File: src/hw/rtl/rspl_pkg.sv
`timescale 1ns / 1ps
`default_nettype none
// ----------------------------------------------------------------------------
// rspl_pkg
// shared constants and types for the periodic suffix lock detector
// ----------------------------------------------------------------------------
package rspl_pkg;

    localparam int HISTORY_DEPTH_DEF = 64;
    localparam int REPEATS_DEF       = 3;

    localparam int STATE_W  = 32;
    localparam int PERIOD_W = 5;

    // tuser codes on the input side
    localparam logic FUNC_OBSERVE = 1'b0;
    localparam logic FUNC_CLEAR   = 1'b1;

    // outcome of one period search
    typedef struct packed {
        logic                done;
        logic                found;
        logic [PERIOD_W-1:0] period;
    } scan_res_t;

endpackage

`default_nettype wire

File: src/hw/rtl/rspl_hist_mem.sv
`timescale 1ns / 1ps
`default_nettype none
// ----------------------------------------------------------------------------
// rspl_hist_mem
// history store: one write port, two registered read ports
// ----------------------------------------------------------------------------
module rspl_hist_mem #(
    parameter int DEPTH  = rspl_pkg::HISTORY_DEPTH_DEF + 1,
    parameter int ADDR_W = $clog2(DEPTH)
) (
    input  wire logic                         clk,
    input  wire logic                         wr_en,
    input  wire logic [ADDR_W-1:0]            wr_addr,
    input  wire logic [rspl_pkg::STATE_W-1:0] wr_data,
    input  wire logic [ADDR_W-1:0]            rd_addr_a,
    input  wire logic [ADDR_W-1:0]            rd_addr_b,
    output logic      [rspl_pkg::STATE_W-1:0] rd_data_a,
    output logic      [rspl_pkg::STATE_W-1:0] rd_data_b
);

    logic [rspl_pkg::STATE_W-1:0] mem [DEPTH];

    always_ff @(posedge clk)
    begin
        if (wr_en)
        begin
            mem[wr_addr] <= wr_data;
        end
    end

    always_ff @(posedge clk)
    begin
        rd_data_a <= mem[rd_addr_a];
        rd_data_b <= mem[rd_addr_b];
    end

endmodule

`default_nettype wire

File: src/hw/rtl/rspl_scan.sv
`timescale 1ns / 1ps
`default_nettype none
// ----------------------------------------------------------------------------
// rspl_scan
// period search sequencer: one compare of x[j] against x[j-len] per cycle
// ----------------------------------------------------------------------------
module rspl_scan #(
    parameter int SLOTS   = rspl_pkg::HISTORY_DEPTH_DEF + 1,
    parameter int IDX_W   = $clog2(SLOTS),
    parameter int REPEATS = rspl_pkg::REPEATS_DEF
) (
    input  wire logic                         clk,
    input  wire logic                         rst_n,
    input  wire logic                         start,
    input  wire logic [IDX_W-1:0]             base,
    input  wire logic [IDX_W-1:0]             last,
    output logic      [IDX_W-1:0]             rd_addr_a,
    output logic      [IDX_W-1:0]             rd_addr_b,
    input  wire logic [rspl_pkg::STATE_W-1:0] rd_data_a,
    input  wire logic [rspl_pkg::STATE_W-1:0] rd_data_b,
    output rspl_pkg::scan_res_t               res
);

    localparam int SW = IDX_W + 5;
    localparam int PW = rspl_pkg::PERIOD_W;
    localparam logic [SW-1:0]    REP_W   = SW'(REPEATS);
    localparam logic [IDX_W:0]   SLOTS_W = (IDX_W + 1)'(SLOTS);
    localparam logic [IDX_W-1:0] ONE_IDX = IDX_W'(1);

    logic                busy_reg, busy_next;
    logic [IDX_W-1:0]    base_reg, base_next;
    logic [IDX_W-1:0]    last_reg, last_next;
    logic [IDX_W-1:0]    len_reg, len_next;
    logic [IDX_W-1:0]    span_reg, span_next;
    logic [IDX_W-1:0]    up_reg, up_next;
    logic [IDX_W-1:0]    lo_reg, lo_next;
    logic [IDX_W-1:0]    start_reg, start_next;
    logic                issue_en_reg, issue_en_next;
    logic                cmp_vld_reg, cmp_vld_next;
    logic                cmp_last_reg, cmp_last_next;
    rspl_pkg::scan_res_t res_reg, res_next;

    logic                mismatch;
    logic                hit;
    logic [SW-1:0]       span_wide;
    logic [IDX_W-1:0]    len_inc;
    logic [SW-1:0]       first_start;

    function automatic logic [IDX_W-1:0] to_phys(input logic [IDX_W-1:0] b,
                                                 input logic [IDX_W-1:0] idx);
        logic [IDX_W:0] sum;
        begin
            sum = {1'b0, b} + {1'b0, idx};
            if (sum >= SLOTS_W)
            begin
                sum = sum - SLOTS_W;
            end
            return sum[IDX_W-1:0];
        end
    endfunction

    assign rd_addr_a = to_phys(base_reg, up_reg);
    assign rd_addr_b = to_phys(base_reg, lo_reg);
    assign res       = res_reg;

    assign mismatch    = cmp_vld_reg && (rd_data_a != rd_data_b);
    assign hit         = cmp_vld_reg && !mismatch && cmp_last_reg;
    assign span_wide   = {5'b0, span_reg} + REP_W;
    assign len_inc     = len_reg + ONE_IDX;
    assign first_start = {5'b0, last} - REP_W;

    always_comb
    begin
        busy_next     = busy_reg;
        base_next     = base_reg;
        last_next     = last_reg;
        len_next      = len_reg;
        span_next     = span_reg;
        up_next       = up_reg;
        lo_next       = lo_reg;
        start_next    = start_reg;
        issue_en_next = issue_en_reg;
        cmp_vld_next  = 1'b0;
        cmp_last_next = cmp_last_reg;
        res_next      = '0;

        if (start)
        begin
            busy_next     = 1'b1;
            base_next     = base;
            last_next     = last;
            len_next      = ONE_IDX;
            span_next     = REP_W[IDX_W-1:0];
            up_next       = last;
            lo_next       = last - ONE_IDX;
            start_next    = first_start[IDX_W-1:0];
            issue_en_next = 1'b1;
        end
        else if (busy_reg)
        begin
            if (hit)
            begin
                busy_next       = 1'b0;
                issue_en_next   = 1'b0;
                res_next.done   = 1'b1;
                res_next.found  = 1'b1;
                res_next.period = PW'(len_reg);
            end
            else if (mismatch)
            begin
                // next candidate period, or give up once it no longer fits
                if (span_wide > {5'b0, last_reg})
                begin
                    busy_next     = 1'b0;
                    issue_en_next = 1'b0;
                    res_next.done = 1'b1;
                end
                else
                begin
                    len_next      = len_inc;
                    span_next     = span_wide[IDX_W-1:0];
                    up_next       = last_reg;
                    lo_next       = last_reg - len_inc;
                    start_next    = last_reg - span_wide[IDX_W-1:0];
                    issue_en_next = 1'b1;
                end
            end
            else if (issue_en_reg)
            begin
                cmp_vld_next  = 1'b1;
                cmp_last_next = (lo_reg == start_reg);
                up_next       = up_reg - ONE_IDX;
                lo_next       = lo_reg - ONE_IDX;
                if (lo_reg == start_reg)
                begin
                    issue_en_next = 1'b0;
                end
            end
        end
    end

    always_ff @(posedge clk or negedge rst_n)
    begin
        if (!rst_n)
        begin
            busy_reg     <= 1'b0;
            issue_en_reg <= 1'b0;
            cmp_vld_reg  <= 1'b0;
            res_reg      <= '0;
        end
        else
        begin
            busy_reg     <= busy_next;
            issue_en_reg <= issue_en_next;
            cmp_vld_reg  <= cmp_vld_next;
            res_reg      <= res_next;
        end
    end

    always_ff @(posedge clk)
    begin
        base_reg     <= base_next;
        last_reg     <= last_next;
        len_reg      <= len_next;
        span_reg     <= span_next;
        up_reg       <= up_next;
        lo_reg       <= lo_next;
        start_reg    <= start_next;
        cmp_last_reg <= cmp_last_next;
    end

endmodule

`default_nettype wire

File: src/hw/rtl/repeated_suffix_period_lock_core.sv
`timescale 1ns / 1ps
`default_nettype none
// ----------------------------------------------------------------------------
// repeated_suffix_period_lock_core
// appends state words to a circular history and reports the smallest period
// that the newest entries repeat with
// ----------------------------------------------------------------------------
//  channel  direction  width  contents
//  s_*      in         32+1   tdata state_value, tuser func
//  m_*      out        8      tdata locked, period
//
// a clear or a short history goes from ST_IDLE through ST_DONE to m_tvalid
// without a search; an observe with REPEATS or more stored entries first runs
// a search in ST_SCAN, which moves to the next period at a mismatch and does
// one compare per cycle on the two read ports of the history.
// reset empties the history; memory contents are not cleared.
// one item is in work at a time; s_tready is low until the result has moved
// into the output register, which m_tready may stall freely.
// ----------------------------------------------------------------------------
module repeated_suffix_period_lock_core #(
    parameter int HISTORY_DEPTH = rspl_pkg::HISTORY_DEPTH_DEF,
    parameter int REPEATS       = rspl_pkg::REPEATS_DEF
) (
    input  wire logic                         clk,
    input  wire logic                         rst_n,
    input  wire logic                         s_tvalid,
    output logic                              s_tready,
    input  wire logic [rspl_pkg::STATE_W-1:0] s_tdata,  // [31:0] state_value
    input  wire logic                         s_tuser,  // [0] func
    output logic                              m_tvalid,
    input  wire logic                         m_tready,
    output logic      [7:0]                   m_tdata   // [0] locked, [5:1] period, [7:6] zero
);

    localparam int SLOTS = HISTORY_DEPTH + 1;
    localparam int IDX_W = $clog2(SLOTS);
    localparam logic [IDX_W:0]   SLOTS_W = (IDX_W + 1)'(SLOTS);
    localparam logic [IDX_W:0]   HD_W    = (IDX_W + 1)'(HISTORY_DEPTH);
    localparam logic [IDX_W+4:0] REP_W   = (IDX_W + 5)'(REPEATS);
    localparam logic [IDX_W-1:0] ONE_IDX = IDX_W'(1);

    typedef enum logic [2:0] {
        ST_IDLE = 3'b001,
        ST_SCAN = 3'b010,
        ST_DONE = 3'b100
    } state_t;

    state_t                          state_reg, state_next;
    logic [IDX_W-1:0]                fill_reg, fill_next;
    logic [IDX_W-1:0]                base_reg, base_next;
    logic                            start_reg, start_next;
    logic                            res_locked_reg, res_locked_next;
    logic [rspl_pkg::PERIOD_W-1:0]   res_period_reg, res_period_next;
    logic                            m_tvalid_reg, m_tvalid_next;
    logic                            out_locked_reg, out_locked_next;
    logic [rspl_pkg::PERIOD_W-1:0]   out_period_reg, out_period_next;

    logic                            in_acc;
    logic                            wr_en;
    logic [IDX_W-1:0]                wr_addr;
    logic [IDX_W:0]                  wr_sum;
    logic [IDX_W:0]                  wr_wrap;
    logic [IDX_W:0]                  n_full;
    logic [IDX_W:0]                  base_inc;
    logic [IDX_W-1:0]                base_adv;
    logic [IDX_W-1:0]                fill_after;
    logic                            do_search;
    logic [IDX_W-1:0]                rd_addr_a, rd_addr_b;
    logic [rspl_pkg::STATE_W-1:0]    rd_data_a, rd_data_b;
    rspl_pkg::scan_res_t             scan_res;

    assign s_tready = (state_reg == ST_IDLE);
    assign in_acc   = s_tvalid && s_tready;
    assign wr_en    = in_acc && (s_tuser == rspl_pkg::FUNC_OBSERVE);

    // physical slot of the new entry
    assign wr_sum  = {1'b0, base_reg} + {1'b0, fill_reg};
    assign wr_wrap = wr_sum - SLOTS_W;
    assign wr_addr = (wr_sum >= SLOTS_W) ? wr_wrap[IDX_W-1:0] : wr_sum[IDX_W-1:0];

    // history bookkeeping when the new entry is kept without lock
    assign n_full     = {1'b0, fill_reg} + {1'b0, ONE_IDX};
    assign base_inc   = {1'b0, base_reg} + {1'b0, ONE_IDX};
    assign base_adv   = (base_inc >= SLOTS_W) ? '0 : base_inc[IDX_W-1:0];
    assign fill_after = (n_full > HD_W) ? HD_W[IDX_W-1:0] : n_full[IDX_W-1:0];
    assign do_search  = ({5'b0, fill_reg} >= REP_W);

    always_comb
    begin
        state_next      = state_reg;
        fill_next       = fill_reg;
        base_next       = base_reg;
        start_next      = 1'b0;
        res_locked_next = res_locked_reg;
        res_period_next = res_period_reg;
        m_tvalid_next   = m_tvalid_reg;
        out_locked_next = out_locked_reg;
        out_period_next = out_period_reg;

        if (m_tvalid_reg && m_tready)
        begin
            m_tvalid_next = 1'b0;
        end

        case (state_reg)
            ST_IDLE:
            begin
                if (in_acc)
                begin
                    res_locked_next = 1'b0;
                    res_period_next = '0;
                    if (s_tuser == rspl_pkg::FUNC_CLEAR)
                    begin
                        fill_next  = '0;
                        state_next = ST_DONE;
                    end
                    else if (do_search)
                    begin
                        start_next = 1'b1;
                        state_next = ST_SCAN;
                    end
                    else
                    begin
                        fill_next  = fill_after;
                        if (n_full > HD_W)
                        begin
                            base_next = base_adv;
                        end
                        state_next = ST_DONE;
                    end
                end
            end
            ST_SCAN:
            begin
                if (scan_res.done)
                begin
                    res_locked_next = scan_res.found;
                    res_period_next = scan_res.period;
                    if (scan_res.found)
                    begin
                        fill_next = '0;
                    end
                    else
                    begin
                        fill_next = fill_after;
                        if (n_full > HD_W)
                        begin
                            base_next = base_adv;
                        end
                    end
                    state_next = ST_DONE;
                end
            end
            ST_DONE:
            begin
                // wait for the output register to free up
                if (!m_tvalid_reg || m_tready)
                begin
                    m_tvalid_next   = 1'b1;
                    out_locked_next = res_locked_reg;
                    out_period_next = res_period_reg;
                    state_next      = ST_IDLE;
                end
            end
            default:
            begin
                state_next = ST_IDLE;
            end
        endcase
    end

    always_ff @(posedge clk or negedge rst_n)
    begin
        if (!rst_n)
        begin
            state_reg    <= ST_IDLE;
            fill_reg     <= '0;
            base_reg     <= '0;
            start_reg    <= 1'b0;
            m_tvalid_reg <= 1'b0;
        end
        else
        begin
            state_reg    <= state_next;
            fill_reg     <= fill_next;
            base_reg     <= base_next;
            start_reg    <= start_next;
            m_tvalid_reg <= m_tvalid_next;
        end
    end

    always_ff @(posedge clk)
    begin
        res_locked_reg <= res_locked_next;
        res_period_reg <= res_period_next;
        out_locked_reg <= out_locked_next;
        out_period_reg <= out_period_next;
    end

    assign m_tvalid = m_tvalid_reg;
    assign m_tdata  = {2'b00, out_period_reg, out_locked_reg};

    rspl_hist_mem #(
        .DEPTH  (SLOTS),
        .ADDR_W (IDX_W)
    ) u_mem (
        .clk       (clk),
        .wr_en     (wr_en),
        .wr_addr   (wr_addr),
        .wr_data   (s_tdata),
        .rd_addr_a (rd_addr_a),
        .rd_addr_b (rd_addr_b),
        .rd_data_a (rd_data_a),
        .rd_data_b (rd_data_b)
    );

    rspl_scan #(
        .SLOTS   (SLOTS),
        .IDX_W   (IDX_W),
        .REPEATS (REPEATS)
    ) u_scan (
        .clk       (clk),
        .rst_n     (rst_n),
        .start     (start_reg),
        .base      (base_reg),
        .last      (fill_reg),
        .rd_addr_a (rd_addr_a),
        .rd_addr_b (rd_addr_b),
        .rd_data_a (rd_data_a),
        .rd_data_b (rd_data_b),
        .res       (scan_res)
    );

    // a search only finishes while the control waits for it
    a_done_in_scan: assert property (@(posedge clk) disable iff (!rst_n)
        scan_res.done |-> (state_reg == ST_SCAN))
        else $error("search result outside scan state");

    // history never holds more than its depth between transactions
    a_fill_bound: assert property (@(posedge clk) disable iff (!rst_n)
        ({1'b0, fill_reg} <= HD_W) && ({1'b0, base_reg} < SLOTS_W))
        else $error("history fill or base out of range");

    // a clear gives no lock and empties the history
    a_clear_result: assert property (@(posedge clk) disable iff (!rst_n)
        (in_acc && (s_tuser == rspl_pkg::FUNC_CLEAR))
        |=> (state_reg == ST_DONE) && !res_locked_reg && (fill_reg == '0))
        else $error("clear transaction mishandled");

    // a new search starts only right after an observe accepted in the idle state
    a_start_from_idle: assert property (@(posedge clk) disable iff (!rst_n)
        start_reg |-> $past(state_reg == ST_IDLE) && (state_reg == ST_SCAN))
        else $error("search started outside an accepted observe");

endmodule

`default_nettype wire
File: config.mk
export PLATFORM = sky130hd
export DESIGN_NAME = repeated_suffix_period_lock_core
export DESIGN_NICKNAME = d
export VERILOG_FILES = /design/src/hw/rtl/rspl_pkg.sv /design/src/hw/rtl/rspl_hist_mem.sv /design/src/hw/rtl/rspl_scan.sv /design/src/hw/rtl/repeated_suffix_period_lock_core.sv
export SDC_FILE = /design/constraint.sdc
export NUM_CORES = 2
export LEC_CHECK = 0
export BUFFER_PORTS_ARGS = -buffer_cell sky130_fd_sc_hd__buf_2
export CAP_MARGIN = 20
export CORE_MARGIN = 4
export CORE_UTILIZATION = 60
export DETAILED_ROUTE_END_ITERATION = 6
export GPL_TIMING_DRIVEN = 0
export PLACE_DENSITY = 0.82
export SLEW_MARGIN = 20
export SYNTH_ARGS = -nofsm -noshare
export SYNTH_HDL_FRONTEND = slang
export SYNTH_HIERARCHICAL = 1
export SYNTH_SLANG_ARGS = --single-unit
File: constraint.sdc
create_clock -name clk -period 6.55 [get_ports clk]
set_input_delay 0.3275 -clock clk [delete_from_list [all_inputs] [get_ports clk]]
set_output_delay 0.3275 -clock clk [all_outputs]
set_load 0.01 [all_outputs]
==> reports/qor.txt <==
Final setup viols: 13
synthesized flop and latch total: 2235
Slew headroom: 0.0652
register area share after synthesis: 0.631
IO buf count: 44
Netlist Area Pre-Place: 0.105 sq mm
Hold WC Path Type: input pin to flip-flop
Final ANT Viol Nets: 0
vias in the first global route: 69700
CP max FO: 10
Synth Instances: 6370
post-route minimum period: 6.71 ns
syn_area_per_cell: 16.5 sq um
FFs w/ async S/R, synth: 0.0130
Vias/cell: 7.67
total number of vias: 71200
drc violations: 7
status: finished with violations
Top FF cell, synth: edfxtp_1
Yosys top cell by area: edfxtp_1
final slew viol count: 0
Slowest-stage cell, CP: nor4_2
synth top area cells: edfxtp_1, mux4_2, mux2i_1
die area: 0.182 sq mm
Clock Latency Late Sink: 0.90 ns
post-synth cell types: 89
gr usage total: 0.423
FF-to-FF path depth: 15
Biggest register: u_mem/mem
non-filler cells, final: 9281
clk_skew: 0.0423 ns
gr ovfl total: 0
largest net degree at the start of global routing: 66
final hold violations: 0
failing checks: DRC, setup timing
clk root buf: clkbuf_16
post-DP HPWL: 264000 um
maxcap violations: 0
Worst EP arrival: 7.54 ns
most common cell after layout, fill and taps aside: edfxtp_1
Worst Tran Pin Value: 1.39 ns
Hold Path End: u_mem/mem[23][31]$_DFFE_PP_
Critical Path RT: 7.38 ns
CTS H-tree lvls: 4
HP Start: s_tdata[31]
routability cong.: 1.10
# clock sinks: 2235
FMAX: 0.149 GHz
FF-to-FF Start: u_scan/up_reg[0]$_DFFE_PP_
yosys warns: 6
Hold Slack: 0.0194 ns
deepest clock path buffer count: 3
most frequent cells in the layout: edfxtp_1, mux2i_1, mux4_2, nor2_1, clkbuf_1
initial antenna violation count: 25
DR iter-0 viols: 12300
Hold Crit Depth: 1
CP Class: flip-flop to flip-flop
Final #Nets: 6850
CTS tree: done
number of flip-flops in the largest register: 2080
largest registers: u_mem/mem (2080), u_mem/rd_data_a (32), u_mem/rd_data_b (32)
critical path cell sequence: ha_1, fa_1, a211oi_2, nor2_1, xor2_1, nor4_2, o211ai_4, xnor2_1, buf_2, buf_2, buf_2, clkbuf_2, a211oi_1, nor4_2, a31o_1
Synth-to-Final Area Change: 12.9%
R2R Path End: u_mem/rd_data_a[25]$_DFF_P_
Worst-path clk slew: 0.06 ns
EDFF count, synth: 2128
fin crit share: 1.02
Placed Cells: 8849
share of cells above drive strength 1: 0.235
DIE HEIGHT: 426 um
Yosys top cell area share: 0.609
Top cell by count, worst path: buf_2
reg2reg setup slack: -0.16 ns
Ports: 47
CTS buffer count: 222
Detailed Route WL: 384000 um
drt pass-1 iters: 7
starting density of the core: 0.604
DR WL/cell: 41.4 um
placement row count: 153
Std-Cell Core Area: 0.174 sq mm
global-route wire length before repair: 529000 um
setup ws final: -0.163 ns
type of origin of the critical path: flip-flop
Die Width: 426 um
Worst setup EP type: flip-flop
Worst path max stage delay: 0.87 ns
-- Yosys cell counts, types with 5 or more instances --
master	n
dfxtp_1	78
a2111oi_1	5
a2111oi_0	33
a22oi_1	193
a31oi_1	8
fa_1	5
mux2_2	100
a211oi_1	104
nand4_1	41
a21oi_1	186
nand2b_1	43
nor3b_1	10
and3_1	5
a221oi_1	64
nor4_1	76
and2_1	13
xor2_1	64
buf_4	41
buf_2	138
nand4b_1	8
nor2_1	333
a21o_1	15
inv_1	50
a2111oi_2	25
or3_1	15
buf_1	32
a31o_1	8
nand3b_1	11
clkbuf_1	226
mux4_2	608
mux2i_1	786
xnor2_1	45
nor2b_1	108
o22ai_1	196
ha_1	56
dfrtp_1	28
nand2_1	108
buf_6	20
o21ai_1	30
nand3_1	27
o211ai_1	37
a31o_2	27
nor3_1	54
edfxtp_1	2128
o21ai_0	118
-- worst max-delay path: cells and delay by family (launching register included) --
kind / cells / cell delay [ns]
XOR/XNOR: 2 / 0.91
AO/OA/AOI/OAI: 4 / 1.02
buffers and inverters: 4 / 2.01
adder cells (fa/ha/maj): 2 / 0.71
AND/OR/NAND/NOR: 3 / 1.45
flip-flops: 1 / 0.49
-- timing repair --
action | CTS | global route
pin swaps | 0 | 2
setup buffers | 0 | 3
setup endpoints to repair | 46 | 63
hold buffers | 5 | 0
resized for setup | 54 | 90
hold endpoints to repair | 98 | 0
-- how the worst max path moves through the flow --
stage               slack, ns                         start                     endpoint
global placement        -2.43       fill_reg[0]$_DFFE_PN0P_   u_mem/mem[16][4]$_DFFE_PP_
CTS                    -0.002    u_scan/up_reg[0]$_DFFE_PP_  u_mem/rd_data_a[26]$_DFF_P_
global route            -0.04  u_scan/base_reg[1]$_DFFE_PP_  u_mem/rd_data_a[31]$_DFF_P_
finish                  -0.16    u_scan/up_reg[0]$_DFFE_PP_  u_mem/rd_data_a[25]$_DFF_P_
detailed placement      -0.56    u_scan/lo_reg[0]$_DFFE_PP_  u_mem/rd_data_b[18]$_DFF_P_
floorplan                0.75       fill_reg[0]$_DFFE_PN0P_   u_mem/mem[16][0]$_DFFE_PP_
-- cell type report --
type	count	area [sq um]
fillers	11300	55300
multi-input cells	3627	37300
well taps	2325	2910
repair buffers	161	2490
clock inverters	124	1200
clock buffers	280	5840
flip-flops and latches	2235	66200
plain buffers	455	2340
inverters	50	188
diodes	24	60.1
-- routing by layer --
metal	vias up	global-route usage	routed length, um
met2	6853	0.618	167000
met4	8	0.344	41400
li1	27100	-	-
met3	1687	0.147	54600
met1	35600	0.509	121000
met5	-	0	55
-- stage by stage --
stage | instance area [sq um] | setup TNS, ns | setup slack (ns) | utilization
2_1_floorplan | 105000 | 0 | 0.751 | -
3_3_place_gp | 108000 | -1749.15 | -2.43 | 0.622
3_5_place_dp | 111000 | -12.80 | -0.564 | 0.638
4_1_cts | 118000 | -0.00228 | -0.00228 | 0.680
5_1_grt | 118000 | -0.121 | -0.0409 | 0.682
6_report | 119000 | -0.861 | -0.163 | 0.682
-- cells by family (layout without fill, tap and decap cells) --
group | Yosys count | count (layout) | synth area share
other | 1 | 26 | 0.0000357
adder cells (fa/ha/maj) | 61 | 61 | 0.00763
AO/OA/AOI/OAI | 1081 | 1081 | 0.0711
XOR/XNOR | 109 | 109 | 0.00910
AND/OR/NAND/NOR | 879 | 879 | 0.0422
buffers and inverters | 509 | 1070 | 0.0230
flip-flops | 2235 | 2235 | 0.631
multiplexers | 1495 | 1495 | 0.216
Power is left out: the tool's default activity adds up to more than one toggle a clock period on the data nets, which glitch-free logic cannot reach.
